--- src/hdl/lup_pkg.sv ---
// ----------------------------------------------------------------------------
// lup_pkg
// Shared constants, weight tables and types of the Lagrange upsampler.
// ----------------------------------------------------------------------------
package lup_pkg;

  localparam int UPSAMPLE    = 10;
  localparam int SAMPLE_BITS = 16;
  // interp_order is a 2-bit register, so cubic is the top order
  localparam int MAX_ORDER   = 3;
  localparam int ORD_BITS    = 2;
  localparam int KIDX_BITS   = 2;
  localparam int STORE_DEPTH = MAX_ORDER + 1;
  localparam int PH_BITS     = $clog2(UPSAMPLE);

  localparam logic [ORD_BITS-1:0] ORD_LINEAR = ORD_BITS'(1);
  localparam logic [PH_BITS-1:0]  PH_LAST    = PH_BITS'(UPSAMPLE - 1);

  typedef logic signed [SAMPLE_BITS-1:0] sample_t;

  // order! * UPSAMPLE^order
  function automatic longint scale_c(int m);
    longint c;
    c = 1;
    for (int i = 1; i <= m; i++) begin
      c = c * longint'(i) * longint'(UPSAMPLE);
    end
    return c;
  endfunction

  localparam longint C1 = scale_c(1);
  localparam longint C2 = scale_c(2);
  localparam longint C3 = scale_c(3);

  // rounding divisor 2*C, reciprocal shift, reciprocal, saturation limit
  localparam longint D1 = 2 * C1;
  localparam longint D2 = 2 * C2;
  localparam longint D3 = 2 * C3;
  localparam int     S1 = SAMPLE_BITS - 1 + $clog2(D1);
  localparam int     S2 = SAMPLE_BITS - 1 + $clog2(D2);
  localparam int     S3 = SAMPLE_BITS - 1 + $clog2(D3);
  localparam longint R1 = (longint'(1) << S1) / D1;
  localparam longint R2 = (longint'(1) << S2) / D2;
  localparam longint R3 = (longint'(1) << S3) / D3;
  localparam longint L1 = (longint'(1) << (SAMPLE_BITS - 1)) * D1;
  localparam longint L2 = (longint'(1) << (SAMPLE_BITS - 1)) * D2;
  localparam longint L3 = (longint'(1) << (SAMPLE_BITS - 1)) * D3;

  localparam int WT_BITS   = $clog2(C3) + 2;
  localparam int PROD_BITS = SAMPLE_BITS + WT_BITS;
  localparam int ACC_BITS  = PROD_BITS + 2;
  localparam int N_BITS    = ACC_BITS + 1;
  localparam int NR_BITS   = S3;
  localparam int R_BITS    = SAMPLE_BITS;
  localparam int MUL_BITS  = NR_BITS + R_BITS;
  localparam int SH_BITS   = $clog2(MUL_BITS);
  localparam int D_BITS    = $clog2(D3 + 1);
  localparam int Q_BITS    = SAMPLE_BITS - 1;

  // per-order tables; entry 0 mirrors linear
  typedef logic [MAX_ORDER:0][N_BITS-1:0]  n_tab_t;
  typedef logic [MAX_ORDER:0][D_BITS-1:0]  d_tab_t;
  typedef logic [MAX_ORDER:0][R_BITS-1:0]  r_tab_t;
  typedef logic [MAX_ORDER:0][SH_BITS-1:0] s_tab_t;

  localparam n_tab_t C_TAB   = {N_BITS'(C3), N_BITS'(C2), N_BITS'(C1), N_BITS'(C1)};
  localparam n_tab_t LIM_TAB = {N_BITS'(L3), N_BITS'(L2), N_BITS'(L1), N_BITS'(L1)};
  localparam d_tab_t D_TAB   = {D_BITS'(D3), D_BITS'(D2), D_BITS'(D1), D_BITS'(D1)};
  localparam r_tab_t R_TAB   = {R_BITS'(R3), R_BITS'(R2), R_BITS'(R1), R_BITS'(R1)};
  localparam s_tab_t S_TAB   = {SH_BITS'(S3), SH_BITS'(S2), SH_BITS'(S1), SH_BITS'(S1)};

  // weight ROM: one table per knot lane, addressed by {order, interval, phase}
  localparam int WT_AW    = ORD_BITS + KIDX_BITS + PH_BITS;
  localparam int WT_DEPTH = 1 << WT_AW;
  typedef logic [MAX_ORDER:0][WT_DEPTH-1:0][WT_BITS-1:0] wt_rom_t;

  // W_k(t) = prod_{i!=k}(t - i*U) * (-1)^(m-k) * binom(m,k)
  function automatic wt_rom_t build_wt_rom();
    wt_rom_t rom;
    longint  pas [0:MAX_ORDER];
    longint  nk;
    longint  t;
    int      addr;
    rom = '0;
    pas[0] = 1;
    for (int i = 1; i <= MAX_ORDER; i++) pas[i] = 0;
    for (int m = 1; m <= MAX_ORDER; m++) begin
      for (int i = m; i >= 1; i--) pas[i] = pas[i] + pas[i-1];
      for (int j = 0; j < m; j++) begin
        for (int ph = 0; ph < UPSAMPLE; ph++) begin
          t    = longint'(j * UPSAMPLE + ph);
          addr = (m << (KIDX_BITS + PH_BITS)) | (j << PH_BITS) | ph;
          for (int k = 0; k <= m; k++) begin
            nk = 1;
            for (int i = 0; i <= m; i++) begin
              if (i != k) nk = nk * (t - longint'(i * UPSAMPLE));
            end
            if (((m - k) & 1) != 0) nk = -nk;
            rom[k][addr] = WT_BITS'(nk * pas[k]);
          end
        end
      end
    end
    return rom;
  endfunction

  localparam wt_rom_t WT_ROM = build_wt_rom();

  typedef enum logic [1:0] {
    ST_IDLE,
    ST_SEG,
    ST_TAIL,
    ST_PART
  } lup_state_t;

  // controller -> datapath
  typedef struct packed {
    logic                  issue;
    logic                  is_knot;
    logic [KIDX_BITS-1:0]  knot_idx;
    logic [ORD_BITS-1:0]   ord;
    logic [KIDX_BITS-1:0]  seg;
    logic [PH_BITS-1:0]    phase;
    logic                  part;
    logic                  last;
    logic                  wr_en;
    logic [KIDX_BITS-1:0]  wr_idx;
    sample_t               wr_data;
    logic                  shift_en;
    logic [KIDX_BITS-1:0]  shift_idx;
  } lup_cmd_t;

endpackage

--- src/hdl/lup_datapath.sv ---
// ----------------------------------------------------------------------------
// lup_datapath
// Knot store, 4-lane weight multiply, rounding divide by reciprocal,
// saturation and output register.
// ----------------------------------------------------------------------------
module lup_datapath (
  input  logic              clk,
  input  logic              rst,
  input  lup_pkg::lup_cmd_t cmd,
  input  logic              out_ready,
  output logic              issue_ok,
  output logic              out_valid,
  output lup_pkg::sample_t  out_sample,
  output logic              is_knot,
  output logic              partial_segment,
  output logic              run_end
);
  import lup_pkg::*;

  localparam int NSTG = 7;
  localparam sample_t SMAX = {1'b0, {(SAMPLE_BITS-1){1'b1}}};
  localparam sample_t SMIN = {1'b1, {(SAMPLE_BITS-1){1'b0}}};

  typedef struct packed {
    logic [ORD_BITS-1:0] ord;
    logic                knot;
    logic                part;
    logic                last;
  } tag_t;

  logic adv;

  sample_t knot_store [STORE_DEPTH];

  logic                       vld [1:NSTG];
  tag_t                       tag [1:NSTG];
  logic signed [WT_BITS-1:0]  wsel [STORE_DEPTH];
  logic [WT_AW-1:0]           wt_addr;
  logic signed [PROD_BITS-1:0] p1 [STORE_DEPTH];
  logic signed [PROD_BITS:0]  s2a, s2b;
  logic signed [ACC_BITS-1:0] acc3;
  logic [N_BITS-1:0]          two_acc;
  logic                       neg4, neg5, neg6, neg7;
  logic [N_BITS-1:0]          n4;
  logic                       sat5, sat6, sat7;
  logic [NR_BITS-1:0]         n5, n6;
  logic [MUL_BITS-1:0]        prod5;
  logic [MUL_BITS-1:0]        sh6;
  logic [Q_BITS-1:0]          q0, q06;
  logic [NR_BITS-1:0]         qd6;
  logic [NR_BITS-1:0]         r7;
  logic [Q_BITS:0]            q7;

  assign adv      = !out_valid || out_ready;
  assign issue_ok = adv;

  // knot store
  always_ff @(posedge clk) begin
    if (rst) begin
      for (int i = 0; i < STORE_DEPTH; i++) knot_store[i] <= '0;
    end else begin
      if (cmd.wr_en) knot_store[cmd.wr_idx] <= cmd.wr_data;
      if (cmd.shift_en) knot_store[0] <= knot_store[cmd.shift_idx];
    end
  end

  // lane weights; a knot is a unit weight at linear scale
  assign wt_addr = {cmd.ord, cmd.seg, cmd.phase};
  always_comb begin
    for (int k = 0; k < STORE_DEPTH; k++) begin
      if (cmd.is_knot) begin
        wsel[k] = (cmd.knot_idx == KIDX_BITS'(k)) ? WT_BITS'(C1) : '0;
      end else begin
        wsel[k] = WT_ROM[k][wt_addr];
      end
    end
  end

  assign two_acc = {acc3, 1'b0};
  assign sh6     = prod5 >> S_TAB[tag[5].ord];
  assign q0      = sh6[Q_BITS-1:0];
  assign r7      = n6 - qd6;

  // valid and tag chain
  always_ff @(posedge clk) begin
    if (rst) begin
      for (int s = 1; s <= NSTG; s++) vld[s] <= 1'b0;
      out_valid <= 1'b0;
    end else if (adv) begin
      vld[1] <= cmd.issue;
      for (int s = 2; s <= NSTG; s++) vld[s] <= vld[s-1];
      out_valid <= vld[NSTG];
    end
  end

  always_ff @(posedge clk) begin
    if (adv) begin
      tag[1].ord  <= cmd.is_knot ? ORD_LINEAR : cmd.ord;
      tag[1].knot <= cmd.is_knot;
      tag[1].part <= cmd.part;
      tag[1].last <= cmd.last;
      for (int s = 2; s <= NSTG; s++) tag[s] <= tag[s-1];

      // S1: lane products
      for (int k = 0; k < STORE_DEPTH; k++) begin
        p1[k] <= PROD_BITS'(knot_store[k]) * PROD_BITS'(wsel[k]);
      end
      // S2/S3: sum tree
      s2a  <= (PROD_BITS+1)'(p1[0]) + (PROD_BITS+1)'(p1[1]);
      s2b  <= (PROD_BITS+1)'(p1[2]) + (PROD_BITS+1)'(p1[3]);
      acc3 <= ACC_BITS'(s2a) + ACC_BITS'(s2b);
      // S4: 2|acc| + C
      neg4 <= acc3[ACC_BITS-1];
      n4   <= acc3[ACC_BITS-1] ? (C_TAB[tag[3].ord] - two_acc)
                               : (C_TAB[tag[3].ord] + two_acc);
      // S5: saturation check, reciprocal multiply
      neg5  <= neg4;
      sat5  <= n4 >= LIM_TAB[tag[4].ord];
      n5    <= n4[NR_BITS-1:0];
      prod5 <= MUL_BITS'(n4[NR_BITS-1:0]) * MUL_BITS'(R_TAB[tag[4].ord]);
      // S6: estimate and back-multiply
      neg6 <= neg5;
      sat6 <= sat5;
      n6   <= n5;
      q06  <= q0;
      qd6  <= NR_BITS'(q0) * NR_BITS'(D_TAB[tag[5].ord]);
      // S7: one-step correction
      neg7 <= neg6;
      sat7 <= sat6;
      q7   <= (Q_BITS+1)'(q06) + (Q_BITS+1)'(r7 >= NR_BITS'(D_TAB[tag[6].ord]));
      // output register
      if (sat7) begin
        out_sample <= neg7 ? SMIN : SMAX;
      end else begin
        out_sample <= neg7 ? -$signed(q7) : $signed(q7);
      end
      is_knot         <= tag[NSTG].knot;
      partial_segment <= tag[NSTG].part;
      run_end         <= tag[NSTG].last;
    end
  end

endmodule

--- config.mk ---
export PLATFORM = sky130hd
export DESIGN_NAME = lup_datapath
export DESIGN_NICKNAME = d
export VERILOG_FILES = /design/src/hdl/lup_pkg.sv /design/src/hdl/lup_datapath.sv
export SDC_FILE = /design/constraint.sdc
export NUM_CORES = 2
export LEC_CHECK = 0
export ABC_CLOCK_PERIOD_IN_PS = 19700
export BUFFER_PORTS_ARGS = -buffer_cell sky130_fd_sc_hd__buf_2
export CELL_PAD_IN_SITES_DETAIL_PLACEMENT = 0
export CELL_PAD_IN_SITES_GLOBAL_PLACEMENT = 1
export CORE_AREA = 2 2 621 438
export DETAILED_ROUTE_END_ITERATION = 10
export DIE_AREA = 0 0 623 440
export PLACE_DENSITY = 0.52
export SYNTH_ARGS = -nofsm -noshare
export SYNTH_HDL_FRONTEND = slang
export SYNTH_SLANG_ARGS = --single-unit
--- constraint.sdc ---
create_clock -name clk -period 19.7 [get_ports clk]
set_input_delay 0.985 -clock clk [delete_from_list [all_inputs] [get_ports clk]]
set_output_delay 0.985 -clock clk [all_outputs]
set_load 0.02 [all_outputs]
==> key figures <==
Finish
  • Layout Nets: 10.3k
  • Most frequent cells in the layout: inv_1, fa_1, ha_1
  • Fill count: 27.8k
  • Commonest non-fill, non-tap cell in the layout: inv_1
  • Area growth syn-to-layout: 8.97%
  • Layout Utilization: 32.4%
  • Layout cells sized above 1: approximately 4.4%

Timing
  • Worst clock skew: between 0.03 and 0.04 ns
  • Least-Margin Pin Slew: ~1.1 ns
  • Final Setup Violations: 0
  • Final-report max-slew violation count: 0
  • Setup TNS: 0 ns
  • Period minus WS final: 9.89 ns
  • Final period utilization: about half
  • RSZ-0062 raised after global routing: false
  • Final Hold Vio Count: 0
  • Slew margin rel.: 23.5%
  • Max Clock Freq: 101 MHz

Clock tree
  • Clock Path Buffers: 3
  • Post-CTS Resized: 0
  • Clk slew on worst S/H paths: approximately 0.07 ns
  • Worst-Skew Late Latency: a little under 0.7 ns
  • CTS tree: built
  • Post-CTS Setup Bufs: 0
  • Root Driver: clkbuf_16
  • Htree depth: 3
  • CTS Hold Bufs: 0
  • Sink Count: 523
  • Inserted Clock Buffers: 66

Logic synthesis
  • Synthesis Warnings: 0
  • Synth Area in XOR/XNOR: under 10%
  • Post-synthesis sequential area ratio: 19.6%
  • Post-Syn Area: approximately 80000 um2
  • Largest family of logic cells by synthesized area: adder cells
  • Yosys cell types: 92
  • Syn nets: approximately 10k
  • Asr flop ratio synth: 0%
  • Cells after synthesis: slightly above 8k
  • Primary FF master, synth: edfxtp_1
  • Adder-cell share of the synthesized area: 46.0%
  • EDFF count, synth: about 520
  • Post-synthesis compound-gate area fraction: 7.91%
  • Simple-gate share of the synthesized area: about an eighth
  • Syn avg cell area: ~9.9 um2
  • Number of synthesized register bits: between 500 and 600
  • Post-synthesis mux area share: 0.416%

GRT
  • First-pass GRT wire length: 377000 um
  • Vias in the first global route: 59.6k
  • Antenna violations before repair: 15
  • Congestion Overflow GR: 0
  • GR Util All Layers: a little under a fifth
  • Largest net degree at the start of global routing: 79

Floorplan
  • Cell Rows: 160
  • Die height: around 440 um
  • Io pins: 60
  • Chip Width: 623 um
  • Initial core utilization: slightly below 30%
  • Core area: 269000 um2
  • Die area: ~270000 um2

Routing
  • Vias per cell: about 4.7
  • DRT Wirelength: about 240000 um
  • Post-DR wirelength/cell: a little over 20 um
  • DR pass1 iterations: 6
  • Initial drt markers: about 4k
  • Post-route DRC violation count: 0
  • Antenna-violating nets left: 0
  • Vias: between 50k and 60k

Setup path
  • WP data required: about 20 ns
  • CP Launch Type: input port
  • Crit end category: flop
  • Worst EP arrival: ~10 ns
  • R2R Setup Slk: a little under 10 ns
  • Slowest stage delay, CP: 0.54 ns
  • R2R cell count: 25
  • WS Path Type: input port to flop
  • Slowest CP cell: ha_1
  • Worst-path fanout max: 18

Status
  • Status: completed

Placed design
  • Routability Congestion: slightly below 0.9
  • IO Port Bufs: 59
  • HPWL reported at the end of detailed placement: roughly 200000 um

Job
  • Reported max-cap violation count: 0

Min path
  • WHS Path Cells: 0
  • Hold Crit Class: flop to flop
[sequential cells by signal, indices dropped and copies added (netlist names), 24 cells and up]
name and count:
acc3 33, knot_store 64, n4 33, n5 28, n6 28, p1 124
prod5 24, qd6 27, s2a 32, s2b 32, tag 33
[final cells by class]
| class | count | area (um2) | area share (%) |
|---|---|---|---|
| diodes | 8 | 20.0 | 0.0229 |
| clock buffers | 76 | 1700 | 1.95 |
| clock inverters | 44 | 604 | 0.692 |
| inverters | 1777 | 6680 | 7.65 |
| multi-input cells | 5589 | 57000 | 65.3 |
| flip-flops and latches | 523 | 15700 | 18.0 |
| well taps | 3564 | 4460 | 5.11 |
| repair buffers | 171 | 1140 | 1.30 |
[final timing paths]
path | startpoint | endpoint
setup / recovery | cmd[25] | p1[3][29]$_DFFE_PP_
hold reg to reg | n5[16]$_DFFE_PP_ | n6[16]$_DFFE_PP_
hold / removal | n5[16]$_DFFE_PP_ | n6[16]$_DFFE_PP_
setup reg to reg | tag[4][4]$_DFFE_PP_ | prod5[40]$_DFFE_PP_
[synth_stat cells (11+ instances only)]
| cell type | instances | share of area, % |
|---|---|---|
| xnor2_1 | 264 | 2.9 |
| and3_1 | 60 | 0.47 |
| a211oi_1 | 39 | 0.37 |
| nand4_1 | 23 | 0.18 |
| or2_2 | 27 | 0.21 |
| nor3_1 | 81 | 0.51 |
| or3_1 | 35 | 0.27 |
| a211o_1 | 12 | 0.13 |
| nor2_1 | 322 | 1.5 |
| o22ai_1 | 36 | 0.28 |
| a21o_1 | 101 | 0.95 |
| buf_1 | 18 | 0.084 |
| a31oi_1 | 43 | 0.34 |
| o21ai_0 | 177 | 1.1 |
| xor2_1 | 84 | 0.92 |
| and2_1 | 517 | 4.0 |
| a21boi_0 | 13 | 0.12 |
| fa_1 | 1352 | 34 |
| nand3_1 | 67 | 0.42 |
| o21a_1 | 43 | 0.40 |
| o211ai_1 | 24 | 0.22 |
| nand2b_1 | 70 | 0.55 |
| nor2b_1 | 73 | 0.57 |
| inv_1 | 1772 | 8.3 |
| a22oi_1 | 11 | 0.10 |
| o21bai_1 | 35 | 0.33 |
| o31ai_1 | 19 | 0.18 |
| nand2_1 | 752 | 3.5 |
| a21oi_1 | 320 | 2.0 |
| nor3b_1 | 11 | 0.10 |
| mux2i_1 | 31 | 0.39 |
| ha_1 | 778 | 12 |
| clkbuf_1 | 214 | 1.0 |
| edfxtp_1 | 522 | 20 |
[kinds of logic after synthesis]
family                     Yosys count
DFF                                523
and+or+nand+nor                   2082
muxes                               33
AOI/OAI and AO/OA                  994
adders and majority gates         2130
other                                1
xor gates and xnor gates           349
buffers and inverters             2012
[per-stage QoR]
| step | instances | area [um2] | worst slack, ns | hold slack, ns |
|---|---|---|---|---|
| 2_1_floorplan | 8124 | 80100 | 8.84 | 0.400 |
| 3_3_place_gp | 11600 | 84900 | 9.43 | 0.401 |
| 3_5_place_dp | 11600 | 84900 | 9.30 | 0.405 |
| 4_1_cts | 11700 | 87300 | 9.99 | 0.402 |
| 5_1_grt | 11700 | 87300 | 9.44 | 0.412 |
| 6_report | 11800 | 87300 | 9.81 | 0.414 |
[layer usage]
| layer | global-route usage (%) | vias to the layer above | share of wire (%) |
|---|---|---|---|
| li1 | - | 25700 | - |
| met1 | 28.0 | 28400 | 51 |
| met2 | 25.5 | 1259 | 39 |
| met3 | 4.37 | 218 | 7.2 |
| met4 | 3.61 | 2 | 2.2 |
| met5 | 0 | - | 0.0083 |
[critical path, delay by kind of cell]
| kind | cells | cell delay (ns) |
|---|---|---|
| adder cells (fa/ha/maj) | 8 | 3.81 |
| AO/OA/AOI/OAI | 13 | 3.23 |
| buffers and inverters | 9 | 1.29 |
| AND/OR/NAND/NOR | 4 | 1.00 |
Power is left out: the tool's default activity adds up to more than one toggle a clock period on the data nets, which glitch-free logic cannot reach.
