<file path="src/hdl/lup_pkg.sv">
// ----------------------------------------------------------------------------
// lup_pkg
// Shared constants, weight tables and types of the Lagrange upsampler.
// ----------------------------------------------------------------------------
package lup_pkg;

  localparam int UPSAMPLE    = 10;
  localparam int SAMPLE_BITS = 16;
  // interp_order is a 2-bit register, so cubic is the top order
  localparam int MAX_ORDER   = 3;
  localparam int ORD_BITS    = 2;
  localparam int KIDX_BITS   = 2;
  localparam int STORE_DEPTH = MAX_ORDER + 1;
  localparam int PH_BITS     = $clog2(UPSAMPLE);

  localparam logic [ORD_BITS-1:0] ORD_LINEAR = ORD_BITS'(1);
  localparam logic [PH_BITS-1:0]  PH_LAST    = PH_BITS'(UPSAMPLE - 1);

  typedef logic signed [SAMPLE_BITS-1:0] sample_t;

  // order! * UPSAMPLE^order
  function automatic longint scale_c(int m);
    longint c;
    c = 1;
    for (int i = 1; i <= m; i++) begin
      c = c * longint'(i) * longint'(UPSAMPLE);
    end
    return c;
  endfunction

  localparam longint C1 = scale_c(1);
  localparam longint C2 = scale_c(2);
  localparam longint C3 = scale_c(3);

  // rounding divisor 2*C, reciprocal shift, reciprocal, saturation limit
  localparam longint D1 = 2 * C1;
  localparam longint D2 = 2 * C2;
  localparam longint D3 = 2 * C3;
  localparam int     S1 = SAMPLE_BITS - 1 + $clog2(D1);
  localparam int     S2 = SAMPLE_BITS - 1 + $clog2(D2);
  localparam int     S3 = SAMPLE_BITS - 1 + $clog2(D3);
  localparam longint R1 = (longint'(1) << S1) / D1;
  localparam longint R2 = (longint'(1) << S2) / D2;
  localparam longint R3 = (longint'(1) << S3) / D3;
  localparam longint L1 = (longint'(1) << (SAMPLE_BITS - 1)) * D1;
  localparam longint L2 = (longint'(1) << (SAMPLE_BITS - 1)) * D2;
  localparam longint L3 = (longint'(1) << (SAMPLE_BITS - 1)) * D3;

  localparam int WT_BITS   = $clog2(C3) + 2;
  localparam int PROD_BITS = SAMPLE_BITS + WT_BITS;
  localparam int ACC_BITS  = PROD_BITS + 2;
  localparam int N_BITS    = ACC_BITS + 1;
  localparam int NR_BITS   = S3;
  localparam int R_BITS    = SAMPLE_BITS;
  localparam int MUL_BITS  = NR_BITS + R_BITS;
  localparam int SH_BITS   = $clog2(MUL_BITS);
  localparam int D_BITS    = $clog2(D3 + 1);
  localparam int Q_BITS    = SAMPLE_BITS - 1;

  // per-order tables; entry 0 mirrors linear
  typedef logic [MAX_ORDER:0][N_BITS-1:0]  n_tab_t;
  typedef logic [MAX_ORDER:0][D_BITS-1:0]  d_tab_t;
  typedef logic [MAX_ORDER:0][R_BITS-1:0]  r_tab_t;
  typedef logic [MAX_ORDER:0][SH_BITS-1:0] s_tab_t;

  localparam n_tab_t C_TAB   = {N_BITS'(C3), N_BITS'(C2), N_BITS'(C1), N_BITS'(C1)};
  localparam n_tab_t LIM_TAB = {N_BITS'(L3), N_BITS'(L2), N_BITS'(L1), N_BITS'(L1)};
  localparam d_tab_t D_TAB   = {D_BITS'(D3), D_BITS'(D2), D_BITS'(D1), D_BITS'(D1)};
  localparam r_tab_t R_TAB   = {R_BITS'(R3), R_BITS'(R2), R_BITS'(R1), R_BITS'(R1)};
  localparam s_tab_t S_TAB   = {SH_BITS'(S3), SH_BITS'(S2), SH_BITS'(S1), SH_BITS'(S1)};

  // weight ROM: one table per knot lane, addressed by {order, interval, phase}
  localparam int WT_AW    = ORD_BITS + KIDX_BITS + PH_BITS;
  localparam int WT_DEPTH = 1 << WT_AW;
  typedef logic [MAX_ORDER:0][WT_DEPTH-1:0][WT_BITS-1:0] wt_rom_t;

  // W_k(t) = prod_{i!=k}(t - i*U) * (-1)^(m-k) * binom(m,k)
  function automatic wt_rom_t build_wt_rom();
    wt_rom_t rom;
    longint  pas [0:MAX_ORDER];
    longint  nk;
    longint  t;
    int      addr;
    rom = '0;
    pas[0] = 1;
    for (int i = 1; i <= MAX_ORDER; i++) pas[i] = 0;
    for (int m = 1; m <= MAX_ORDER; m++) begin
      for (int i = m; i >= 1; i--) pas[i] = pas[i] + pas[i-1];
      for (int j = 0; j < m; j++) begin
        for (int ph = 0; ph < UPSAMPLE; ph++) begin
          t    = longint'(j * UPSAMPLE + ph);
          addr = (m << (KIDX_BITS + PH_BITS)) | (j << PH_BITS) | ph;
          for (int k = 0; k <= m; k++) begin
            nk = 1;
            for (int i = 0; i <= m; i++) begin
              if (i != k) nk = nk * (t - longint'(i * UPSAMPLE));
            end
            if (((m - k) & 1) != 0) nk = -nk;
            rom[k][addr] = WT_BITS'(nk * pas[k]);
          end
        end
      end
    end
    return rom;
  endfunction

  localparam wt_rom_t WT_ROM = build_wt_rom();

  typedef enum logic [1:0] {
    ST_IDLE,
    ST_SEG,
    ST_TAIL,
    ST_PART
  } lup_state_t;

  // controller -> datapath
  typedef struct packed {
    logic                  issue;
    logic                  is_knot;
    logic [KIDX_BITS-1:0]  knot_idx;
    logic [ORD_BITS-1:0]   ord;
    logic [KIDX_BITS-1:0]  seg;
    logic [PH_BITS-1:0]    phase;
    logic                  part;
    logic                  last;
    logic                  wr_en;
    logic [KIDX_BITS-1:0]  wr_idx;
    sample_t               wr_data;
    logic                  shift_en;
    logic [KIDX_BITS-1:0]  shift_idx;
  } lup_cmd_t;

endpackage

</file>
<file path="src/hdl/lup_ctrl.sv">
// ----------------------------------------------------------------------------
// lup_ctrl
// Segment sequencer: takes knots, tracks segment fill, steps output points.
// ----------------------------------------------------------------------------
module lup_ctrl (
  input  logic                         clk,
  input  logic                         rst,
  input  logic                         cfg_valid,
  output logic                         cfg_ready,
  input  logic [lup_pkg::ORD_BITS-1:0] interp_order,
  input  logic                         in_valid,
  output logic                         in_ready,
  input  lup_pkg::sample_t             knot_sample,
  input  logic                         final_knot,
  input  logic                         issue_ok,
  output lup_pkg::lup_cmd_t            cmd
);
  import lup_pkg::*;

  lup_state_t           state, state_next;
  logic [ORD_BITS-1:0]  order_reg;
  logic [KIDX_BITS-1:0] kis, kis_next;
  logic                 have_first, have_first_next;
  logic [KIDX_BITS-1:0] seg_m, seg_m_next;
  logic                 fin_q, fin_q_next;
  logic [KIDX_BITS-1:0] cnt_j, cnt_j_next;
  logic [PH_BITS-1:0]   cnt_ph, cnt_ph_next;

  logic [ORD_BITS-1:0]  eff_ord;
  logic [KIDX_BITS-1:0] m_new;
  logic                 seg_end;

  assign cfg_ready = 1'b1;
  assign eff_ord   = (order_reg == '0) ? ORD_LINEAR : order_reg;
  assign m_new     = kis + KIDX_BITS'(1);
  assign seg_end   = (cnt_j == seg_m - KIDX_BITS'(1)) && (cnt_ph == PH_LAST);

  always_ff @(posedge clk) begin
    if (rst) begin
      state      <= ST_IDLE;
      order_reg  <= ORD_LINEAR;
      kis        <= '0;
      have_first <= 1'b0;
      seg_m      <= '0;
      fin_q      <= 1'b0;
      cnt_j      <= '0;
      cnt_ph     <= '0;
    end else begin
      state      <= state_next;
      kis        <= kis_next;
      have_first <= have_first_next;
      seg_m      <= seg_m_next;
      fin_q      <= fin_q_next;
      cnt_j      <= cnt_j_next;
      cnt_ph     <= cnt_ph_next;
      if (cfg_valid && cfg_ready) order_reg <= interp_order;
    end
  end

  always_comb begin
    state_next      = state;
    kis_next        = kis;
    have_first_next = have_first;
    seg_m_next      = seg_m;
    fin_q_next      = fin_q;
    cnt_j_next      = cnt_j;
    cnt_ph_next     = cnt_ph;
    in_ready        = 1'b0;

    cmd           = '0;
    cmd.ord       = seg_m;
    cmd.seg       = cnt_j;
    cmd.phase     = cnt_ph;
    cmd.knot_idx  = cnt_j;
    cmd.wr_idx    = m_new;
    cmd.wr_data   = knot_sample;
    cmd.shift_idx = seg_m;

    case (state)
      ST_IDLE: begin
        in_ready = 1'b1;
        if (in_valid) begin
          cmd.wr_en = 1'b1;
          if (!have_first) begin
            cmd.wr_idx = '0;
            kis_next   = '0;
            cnt_j_next = '0;
            if (final_knot) begin
              state_next      = ST_TAIL;
              have_first_next = 1'b0;
            end else begin
              have_first_next = 1'b1;
            end
          end else if (m_new >= eff_ord) begin
            state_next      = ST_SEG;
            seg_m_next      = m_new;
            cnt_j_next      = '0;
            cnt_ph_next     = '0;
            fin_q_next      = final_knot;
            kis_next        = '0;
            have_first_next = !final_knot;
          end else if (final_knot) begin
            state_next      = ST_PART;
            seg_m_next      = m_new;
            cnt_j_next      = '0;
            kis_next        = '0;
            have_first_next = 1'b0;
          end else begin
            kis_next = m_new;
          end
        end
      end

      ST_SEG: begin
        cmd.issue   = 1'b1;
        cmd.is_knot = (cnt_ph == '0);
        cmd.last    = seg_end && !fin_q;
        if (issue_ok) begin
          if (seg_end) begin
            // end knot becomes the next segment's start
            cmd.shift_en = 1'b1;
            if (fin_q) begin
              state_next = ST_TAIL;
              cnt_j_next = seg_m;
            end else begin
              state_next = ST_IDLE;
            end
          end else if (cnt_ph == PH_LAST) begin
            cnt_ph_next = '0;
            cnt_j_next  = cnt_j + KIDX_BITS'(1);
          end else begin
            cnt_ph_next = cnt_ph + PH_BITS'(1);
          end
        end
      end

      ST_TAIL: begin
        cmd.issue   = 1'b1;
        cmd.is_knot = 1'b1;
        cmd.last    = 1'b1;
        if (issue_ok) state_next = ST_IDLE;
      end

      ST_PART: begin
        cmd.issue   = 1'b1;
        cmd.is_knot = 1'b1;
        cmd.part    = 1'b1;
        cmd.last    = (cnt_j == seg_m);
        if (issue_ok) begin
          if (cnt_j == seg_m) begin
            state_next = ST_IDLE;
          end else begin
            cnt_j_next = cnt_j + KIDX_BITS'(1);
          end
        end
      end

      default: begin
        state_next = ST_IDLE;
      end
    endcase
  end

endmodule

</file>
<file path="config.mk">
export PLATFORM = sky130hd
export DESIGN_NAME = lup_ctrl
export DESIGN_NICKNAME = d
export VERILOG_FILES = /design/src/hdl/lup_pkg.sv /design/src/hdl/lup_ctrl.sv
export SDC_FILE = /design/constraint.sdc
export NUM_CORES = 1
export LEC_CHECK = 0
export ABC_AREA = 1
export BUFFER_PORTS_ARGS = -buffer_cell sky130_fd_sc_hd__buf_4
export CORE_ASPECT_RATIO = 1.2
export CORE_MARGIN = 3
export CORE_UTILIZATION = 40
export DETAILED_ROUTE_END_ITERATION = 10
export MAX_ROUTING_LAYER = met4
export PLACE_DENSITY = 0.69
export SLEW_MARGIN = 40
export SYNTH_ARGS = -nofsm -noshare
export SYNTH_HDL_FRONTEND = slang
export SYNTH_SLANG_ARGS = --single-unit
</file>
<file path="constraint.sdc">
create_clock -name clk -period 5.14 [get_ports clk]
set_input_delay 0.257 -clock clk [delete_from_list [all_inputs] [get_ports clk]]
set_output_delay 0.257 -clock clk [all_outputs]
set_load 0.05 [all_outputs]
</file>
==> qor.csv, run 1 <==
stage;metric;value;unit
synth;synth_seq_area_share;25.5;%
timing;period_share;40.4;%
detailed_routing;drtIter0Drc;43;
synth;syn_inst;200;
layout;post-route-cell-area;1370;sq um
timing;fin_tns_setup;0;ns
timing;rsz0062_at_grt;no;
layout;drive_gt1_share;22.0;%
synth;synth_seq_cells;16;
critical_path;cp_top_family;simple AND/OR/NAND/NOR gates;
cts;cts-resized-gates;0;
detailed_routing;ant_nets;0;
critical_path;required;4.88;ns
cts;postCtsHoldBufs;0;
cts;clkLatencyLatePin;0.28;ns
critical_path;startpoint_type;flop;
die;io_pins;62;
cts;cts_root_buf;clkbuf_4;
critical_path;cpMostUsedCell;nor2_1;
critical_path;reg2reg_slack;3.22;ns
timing;final_max_slew_viol_count;0;
die;fp.dieH;67.4;um
die;core;2890;sq um
critical_path;critPathMaxStageDelay;0.47;ns
detailed_routing;vias_per_cell;4.74;
layout;area_growth;9.07;%
placement;hpwl;2.11;mm
timing;max_freq;482;MHz
synth;yosysWarnings;0;
detailed_routing;post_drt_wl_per_cell;10.5;um
critical_path;cp_num_buf_inv;1;
die;start_util;43.4;%
critical_path;crit_path_end;cmd[2];
synth;synth.avg_cell_area;6.27;sq um
critical_path;slowest_stage;dfxtp_1;
timing;setup_viol;0;
timing;hold_violations;0;
detailed_routing;first_pass_iters;4;
job;max_cap_violations;0;
layout;top_register;cnt_ph;
outcome;status;finished, final reports clean;
power_and_ir_drop;peakVddDrop;0.000275;V
worst_hold_path;hold_class;in -> reg;
power_and_ir_drop;p_leak;0.000735;uW
detailed_routing;drc;0;
placement;portBuffers;28;
layout;finalNetCount;240;
grt;overflow;0;
cts;path_clk_slew;0.09;ns
power_and_ir_drop;power_density;634;nW/um^2
grt;antenna_found_initial;0;
die;rows;21;
critical_path;worstReg2RegStart;kis[0]$_SDFFE_PP0P_;
placement;place_inst;240;
critical_path;worstSetupPathType;reg -> out;
power_and_ir_drop;total_power;868;uW
cts;clock_sinks;16;
critical_path;crit_chain;ha_1 -> nand3_1 -> nor2_1 -> nand3_2 -> nor2_1 -> buf_4;
timing;fin_skew;0.000505;ns
placement;gp_congestion;0.846;
layout;fillers;326;
critical_path;reg2reg_to;cnt_j[0]$_SDFFE_PP0P_;
synth;syn_nets;229;
grt;grt_usage;15.1;%
synth;ys_types;25;
grt;first_global_vias;1081;
detailed_routing;via_count;1153;
cts;clk_path_buf_depth;2;
grt;grt_max_degree;11;
layout;diodes;0;
critical_path;crit_cells;6;
cts;cts_tree;yes;
critical_path;critical_path.max_fanout;8;
critical_path;end_kind;output pin;
cts;cts_max_level;1;
grt;grt_pass1_wl;4.53;mm
cts;post_cts.repair.setup_buffers;0;
critical_path;crit_arrival;1.82;ns
placement;placed_cell_area;1350;sq um
synth;syn_area;1250;sq um
worst_hold_path;min-delay-start;final_knot;
die;dieArea;3850;sq um
critical_path;cp-startpoint;cnt_ph[0]$_SDFFE_PP0P_;
detailed_routing;totalWireLength;2.56;mm
die;die_w;57.1;um
timing;layout_min_cycle_time;2.08;ns
layout;finalNonFillerCells;243;
cts;cts_buffers;3;
critical_path;worstRegToRegCells;10;
layout;largest_register_ffs;4;
==> cell type report <==
| type | instances | area [sq um] | area share (%) |
|---|---|---|---|
| Clock buffer | 3 | 22.5 | 1.65 |
| Inverter | 32 | 120 | 8.78 |
| Multi-Input combinational cell | 130 | 653 | 47.7 |
| Sequential cell | 16 | 320 | 23.4 |
| Tap cell | 34 | 42.5 | 3.11 |
| Timing Repair Buffer | 28 | 210 | 15.4 |
==> cell usage after synthesis, drive strengths merged <==
master / instances / area, sq um
nand4: 4 / 25.0
or2: 1 / 6.26
nand2: 52 / 200
clkinv: 1 / 3.75
buf: 21 / 158
o21ai: 9 / 45.0
dfxtp: 16 / 320
inv: 31 / 116
conb: 1 / 3.75
ha: 5 / 62.6
nand3: 18 / 100
xor2: 2 / 17.5
a211oi: 1 / 7.51
a21oi: 9 / 48.8
clkbuf: 1 / 3.75
o21bai: 2 / 15.0
a22oi: 1 / 7.51
nor2: 25 / 114
==> metal layers <==
layer  global-route usage, %  vias to the layer above  share of wire, %
li1                        -                      621                 -
met1                    17.4                      512                45
met2                    26.3                       18                50
met3                    2.49                        2               4.1
met4                    5.51                        0              0.74
met5                       -                        -                 0
==> placed cells by master, fill, tap and decap left out, drive strengths merged, types with 4 or more instances in the layout <==
| cell | count |
|---|---|
| ha | 5 |
| buf | 28 |
| nand4 | 4 |
| dfxtp | 16 |
| inv | 31 |
| nand2 | 52 |
| nor2 | 25 |
| a21oi | 9 |
| o21ai | 9 |
| nand3 | 18 |
==> stage by stage <==
step	hold slack (ns)	util (%)	setup slack, ns
6_report	0.165	47.4	3.06
3_3_place_gp	0.448	46.6	3.25
2_1_floorplan	0.347	-	2.76
4_1_cts	0.162	47.4	3.06
3_5_place_dp	0.449	46.6	3.24
5_1_grt	0.168	47.4	2.86
==> cells by family after synthesis <==
| kind of cell | Yosys count | share of synthesized area, % |
|---|---|---|
| and+or+nand+nor | 100 | 35.5 |
| AOI/OAI and AO/OA | 22 | 9.87 |
| DFF | 16 | 25.5 |
| adders and majority gates | 5 | 4.99 |
| other | 1 | 0.299 |
| xor gates and xnor gates | 2 | 1.40 |
| buffers and inverters | 54 | 22.4 |
==> worst register-to-register path: stages, from the launching register on <==
cell and delay (ns):
dfxtp_1 0.43, xor2_1 0.30, ha_1 0.31, nand2_1 0.08, nand4_1 0.20, nor2_1 0.20, nor2_2 0.08, nand3_2 0.09
nand2_1 0.05, nand2_1 0.05, nor2_1 0.04
==> power by group <==
group	internal, uW	switching (uW)
logic	176	431
registers	154	42.1
clock network	27.1	38.3
==> worst min-delay path by stage <==
stage | to | slack, ns | cells past startpoint
after floorplan | have_first$_SDFFE_PP0P_ | 0.35 | 1
after global placement | order_reg[0]$_SDFFE_PP1P_ | 0.45 | 2
after detailed placement | order_reg[0]$_SDFFE_PP1P_ | 0.45 | 2
after CTS | have_first$_SDFFE_PP0P_ | 0.16 | 2
after global routing | have_first$_SDFFE_PP0P_ | 0.17 | 2
final | have_first$_SDFFE_PP0P_ | 0.16 | 2
No activity file was read; power rests on OpenSTA's default activity.
==> run 2, diff against run 1 <==
- PLACE_DENSITY: 0.69 -> 0.72
- clock period: 5.14 -> 1.73 ns (I/O delays scaled with it)
==> qor.csv, run 2 (same netlist as run 1, synthesis figures left out) <==
stage;metric;value;unit
timing;fin_skew;0.00523;ns
layout;top_register;cnt_ph;
critical_path;worstSetupPathType;reg -> reg;
power_and_ir_drop;peakVddDrop;0.00102;V
die;dieArea;3850;sq um
layout;final_common_cell;nand2_1;
layout;diodes;0;
detailed_routing;drc;0;
timing;hold_ws;0.00437;ns
worst_hold_path;hold_class;in -> reg;
detailed_routing;via_count;1270;
power_and_ir_drop;total_power;2860;uW
placement;place_inst;243;
critical_path;cpMostUsedCell;nand3_1;
cts;clkLatencyLatePin;0.29;ns
grt;grt_max_degree;11;
critical_path;slowest_stage;dfxtp_1;
grt;grt_pass1_wl;4.80;mm
detailed_routing;ant_nets;0;
die;core;2890;sq um
critical_path;crit_chain;inv_1 -> or2_4 -> ha_4 -> nand2_2 -> nand3_1 -> nand3_2 -> a21oi_4 -> nand3_1 -> a21oi_2;
detailed_routing;first_pass_iters;4;
detailed_routing;vias_per_cell;4.94;
placement;portBuffers;28;
die;fp.dieH;67.4;um
detailed_routing;post_drt_wl_per_cell;11.6;um
critical_path;critPathMaxStageDelay;0.32;ns
power_and_ir_drop;power_density;1740;nW/um^2
layout;largest_register_ffs;4;
critical_path;worstRegToRegCells;9;
critical_path;crit_arrival;1.87;ns
placement;gp_congestion;0.908;
critical_path;startpoint_type;flop;
grt;grt_usage;16.2;%
cts;cts_max_level;1;
layout;finalNetCount;253;
critical_path;end_kind;flop;
layout;area_growth;30.9;%
critical_path;required;1.96;ns
cts;clock_sinks;16;
cts;clk_path_buf_depth;2;
placement;hpwl;2.20;mm
grt;first_global_vias;1215;
cts;path_clk_slew;0.10;ns
detailed_routing;totalWireLength;2.98;mm
die;rows;21;
timing;rsz0062_at_grt;yes;
cts;cts_buffers;3;
die;io_pins;62;
grt;overflow;0;
timing;layout_min_cycle_time;1.64;ns
die;die_w;57.1;um
timing;hold_violations;0;
timing;max_freq;611;MHz
job;max_cap_violations;0;
layout;finalNonFillerCells;257;
layout;drive_gt1_share;37.2;%
cts;cts_tree;yes;
die;start_util;43.4;%
layout;final_cell_mix;nand2_1, buf_4, inv_1;
grt;antenna_found_initial;0;
detailed_routing;drtIter0Drc;34;
cts;cts_root_buf;clkbuf_4;
timing;period_share;94.6;%
worst_hold_path;hold_depth;3;
timing;setup_viol;0;
power_and_ir_drop;p_leak;0.000811;uW
outcome;status;finished, final reports clean;
critical_path;critical_path.max_fanout;5;
timing;final_max_slew_viol_count;0;
## run 2: changes by cell type in the layout (fill, tap and decap cells not counted), moves of 3 or more
cell	before	now
nand2_1	50	46
ha_1	5	2
nor2_2	2	5
inv_1	26	23
nor2_1	21	17
buf_4	28	37
nand2_2	2	6
dfxtp_1	16	9
dfxtp_4	0	4
ha_4	0	3
dfxtp_2	0	3
## run 2: final timing paths
check	from	slack, ns	to
worst max-delay path	order_reg[1]$_SDFFE_PP0P_	0.09	cnt_ph[3]$_SDFFE_PP0P_
worst min-delay path	cfg_valid	0.004	order_reg[0]$_SDFFE_PP1P_
worst max register to register	order_reg[1]$_SDFFE_PP0P_	0.09	cnt_ph[3]$_SDFFE_PP0P_
worst min register to register	order_reg[0]$_SDFFE_PP1P_	0.50	order_reg[0]$_SDFFE_PP1P_
## run 2: repair_timing
action | CTS | global route
hold buffers | 2 | 0
pin swaps | 7 | 13
hold endpoints to repair | 2 | 0
gates resized for setup | 7 | 28
endpoints found under the setup margin | 6 | 15
setup buffers | 3 | 5
## run 2: per-stage QoR
step / TNS [ns] / utilization [%] / instance area (sq um) / setup slack, ns
6_report: 0 / 56.8 / 1640 / 0.0938
5_1_grt: -0.0672 / 56.8 / 1640 / -0.0290
4_1_cts: 0 / 51.7 / 1490 / 0.00219
3_5_place_dp: -0.0460 / 47.7 / 1380 / -0.0248
3_3_place_gp: -0.00488 / 47.7 / 1380 / -0.00486
2_1_floorplan: -0.0999 / - / 1270 / -0.0999
## run 2: per-layer routing
metal	share of wire (%)	wire, um	vias up	track usage (%)
li1	-	-	651	-
met1	39	1170	576	16.9
met2	53	1580	32	28.1
met3	4.7	140	11	3.44
met4	2.8	84	0	9.57
met5	0	0	-	-
## run 2: power breakdown
group / internal [uW] / switching, uW
registers: 467 / 130
logic: 626 / 1380
clock network: 128 / 129
total: 1220 / 1630
## run 2: cell type report
| type | instances | area (sq um) |
|---|---|---|
| clock buffers | 4 | 36.3 |
| repair buffers | 41 | 324 |
| multi-input cells | 130 | 773 |
| fillers | 298 | 1250 |
| inverters | 32 | 128 |
| well taps | 34 | 42.5 |
| flip-flops and latches | 16 | 339 |
## run 2: critical path, delay by kind of cell (launching register included)
family,cells,cell delay [ns]
flip-flops,1,0.32
AO/OA/AOI/OAI,2,0.35
adder cells (fa/ha/maj),1,0.26
AND/OR/NAND/NOR,5,0.60
buffers and inverters,1,0.04
==> run 3, diff against run 2 <==
- CTS_BUF_LIST: unset -> sky130_fd_sc_hd__clkbuf_4 sky130_fd_sc_hd__clkbuf_8 sky130_fd_sc_hd__clkbuf_16
- RECOVER_POWER: unset -> 100
==> qor.csv, run 3 (same netlist as run 1, synthesis figures left out) <==
stage;metric;value;unit
critical_path;reg2reg_to;cnt_ph[3]$_SDFFE_PP0P_;
layout;drive_gt1_share;30.5;%
critical_path;worstReg2RegStart;order_reg[1]$_SDFFE_PP0P_;
timing;period_share;96.0;%
timing;slew_headroom;59.5;%
critical_path;cpMostUsedCell;nand3_1;
detailed_routing;first_pass_iters;4;
cts;cts_tree;yes;
worst_hold_path;min-delay-start;cfg_valid;
cts;path_clk_slew;0.10;ns
critical_path;critPathMaxStageDelay;0.32;ns
power_and_ir_drop;peakVddDrop;0.00101;V
layout;diodes;0;
die;die_w;57.1;um
die;dieArea;3850;sq um
power_and_ir_drop;total_power;2740;uW
grt;grt_usage;16.2;%
detailed_routing;totalWireLength;2.99;mm
power_and_ir_drop;netSwitchingFraction;59.4;%
grt;grt_max_degree;11;
layout;finalNetCount;253;
power_and_ir_drop;power_density;1740;nW/um^2
placement;hpwl;2.20;mm
critical_path;reg2reg_slack;0.07;ns
cts;cts_buffers;3;
critical_path;required;1.96;ns
cts;clkLatencyLatePin;0.29;ns
die;start_util;43.4;%
power_and_ir_drop;pwr-share-seq;21.7;%
cts;cts_root_buf;clkbuf_4;
placement;place_inst;243;
timing;rsz0062_at_grt;yes;
cts;cts_max_level;1;
detailed_routing;vias_per_cell;4.94;
power_and_ir_drop;p_leak;0.000751;uW
worst_hold_path;hold_depth;3;
die;core;2890;sq um
die;fp.dieH;67.4;um
power_and_ir_drop;p_comb_share;69.0;%
critical_path;end_kind;flop;
timing;max_freq;602;MHz
placement;gp_congestion;0.908;
grt;first_global_vias;1215;
critical_path;worstRegToRegCells;9;
grt;antenna_found_initial;0;
cts;clk_path_buf_depth;2;
layout;area_growth;25.7;%
outcome;status;finished, final reports clean;
power_and_ir_drop;p_sw;1630;uW
critical_path;critical_path.max_fanout;5;
grt;overflow;0;
layout;post-route-cell-area;1580;sq um
timing;fin_tns_setup;0;ns
grt;grt_pass1_wl;4.80;mm
critical_path;worstSetupPathType;reg -> reg;
layout;top_register;cnt_ph;
timing;layout_min_cycle_time;1.66;ns
critical_path;slowest_stage;dfxtp_1;
critical_path;startpoint_type;flop;
detailed_routing;ant_nets;0;
critical_path;cp_top_family;simple AND/OR/NAND/NOR gates;
power_and_ir_drop;clkPwrFrac;9.4;%
layout;largest_register_ffs;4;
layout;final_common_cell;nand2_1;
detailed_routing;post_drt_wl_per_cell;11.6;um
worst_hold_path;hold_path_end;order_reg[0]$_SDFFE_PP1P_;
timing;fin_skew;0.00528;ns
detailed_routing;drtIter0Drc;37;
power_and_ir_drop;p_int;1110;uW
die;io_pins;62;
detailed_routing;drc;0;
cts;clock_sinks;16;
timing;hold_violations;0;
placement;portBuffers;28;
layout;final_cell_mix;nand2_1, inv_1, buf_4;
layout;final_core_util;54.6;%
critical_path;cp_num_buf_inv;1;
layout;finalNonFillerCells;257;
placement;placed_cell_area;1380;sq um
worst_hold_path;hold_class;in -> reg;
job;max_cap_violations;0;
die;rows;21;
timing;worstMarginPinSlew;0.610;ns
timing;final_max_slew_viol_count;0;
critical_path;crit_chain;inv_1 -> or2_4 -> ha_4 -> nand2_2 -> nand3_1 -> nand3_1 -> a21oi_4 -> nand3_1 -> a21oi_2;
timing;setup_viol;0;
critical_path;crit_arrival;1.89;ns
detailed_routing;via_count;1269;
==> run 3: cell types whose count changed in the layout (fill, tap and decap cells not counted), sizes merged <==
cell,before,now
inv,31,30
clkbuf,4,21
clkinv,1,2
buf,39,22
==> run 3: how the worst max path moves through the flow <==
stage | startpoint | to | slack, ns | depth (start not counted)
final | order_reg[1]$_SDFFE_PP0P_ | cnt_ph[3]$_SDFFE_PP0P_ | 0.07 | 9
after global routing | order_reg[1]$_SDFFE_PP0P_ | cnt_ph[3]$_SDFFE_PP0P_ | -0.03 | 9
after CTS | order_reg[1]$_SDFFE_PP0P_ | cnt_ph[1]$_SDFFE_PP0P_ | 0.002 | 11
after global placement | order_reg[1]$_SDFFE_PP0P_ | cnt_j[0]$_SDFFE_PP0P_ | -0.005 | 11
after detailed placement | order_reg[1]$_SDFFE_PP0P_ | cnt_j[0]$_SDFFE_PP0P_ | -0.02 | 11
after floorplan | cnt_ph[1]$_SDFFE_PP0P_ | cmd[2] | -0.1 | 6
==> run 3: cell type report <==
| type | count | area [sq um] |
|---|---|---|
| Fill cell | 317 | 1310 |
| Multi-Input combinational cell | 130 | 768 |
| Sequential cell | 16 | 339 |
| Timing Repair Buffer | 41 | 264 |
| Inverter | 32 | 128 |
| Tap cell | 34 | 42.5 |
| Clock buffer | 4 | 36.3 |
==> run 3: layer usage <==
metal	GRT usage (%)	up-vias	routed length (um)
met3	3.44	11	139
li1	-	649	-
met4	9.57	0	84
met2	28.1	34	1580
met5	-	-	0
met1	16.9	575	1180
==> run 3: power groups by stage <==
stage / logic [uW] / clock network (uW) / registers, uW
floorplan: 1380 / 0 / 745
global placement: 1830 / 0 / 595
detailed placement: 1840 / 0 / 597
CTS: 1890 / 255 / 588
global route: 2050 / 277 / 609
finish: 1890 / 257 / 594
==> run 3: tightest hold or removal path: stages <==
cell	delay [ns]
buf_4	0.08
nand2_1	0.04
nand3_1	0.06
==> run 3: per-stage QoR <==
| stage | hold slack [ns] | setup WS [ns] |
|---|---|---|
| finish | 0.00466 | 0.0695 |
| floorplan | 0.177 | -0.0999 |
| global route | 0.00716 | -0.0338 |
| detailed placement | 0.173 | -0.0248 |
| CTS | 0.0114 | 0.00219 |
| global placement | 0.173 | -0.00486 |
==> run 3: what timing repair did <==
item / 4_1_cts / 5_1_grt
hold buffers: 2 / 0
hold endpoints to repair: 2 / 0
buffers inserted: 3 / 5
setup endpoints to repair: 6 / 15
gates resized for setup: 7 / 28
pin swaps: 7 / 13
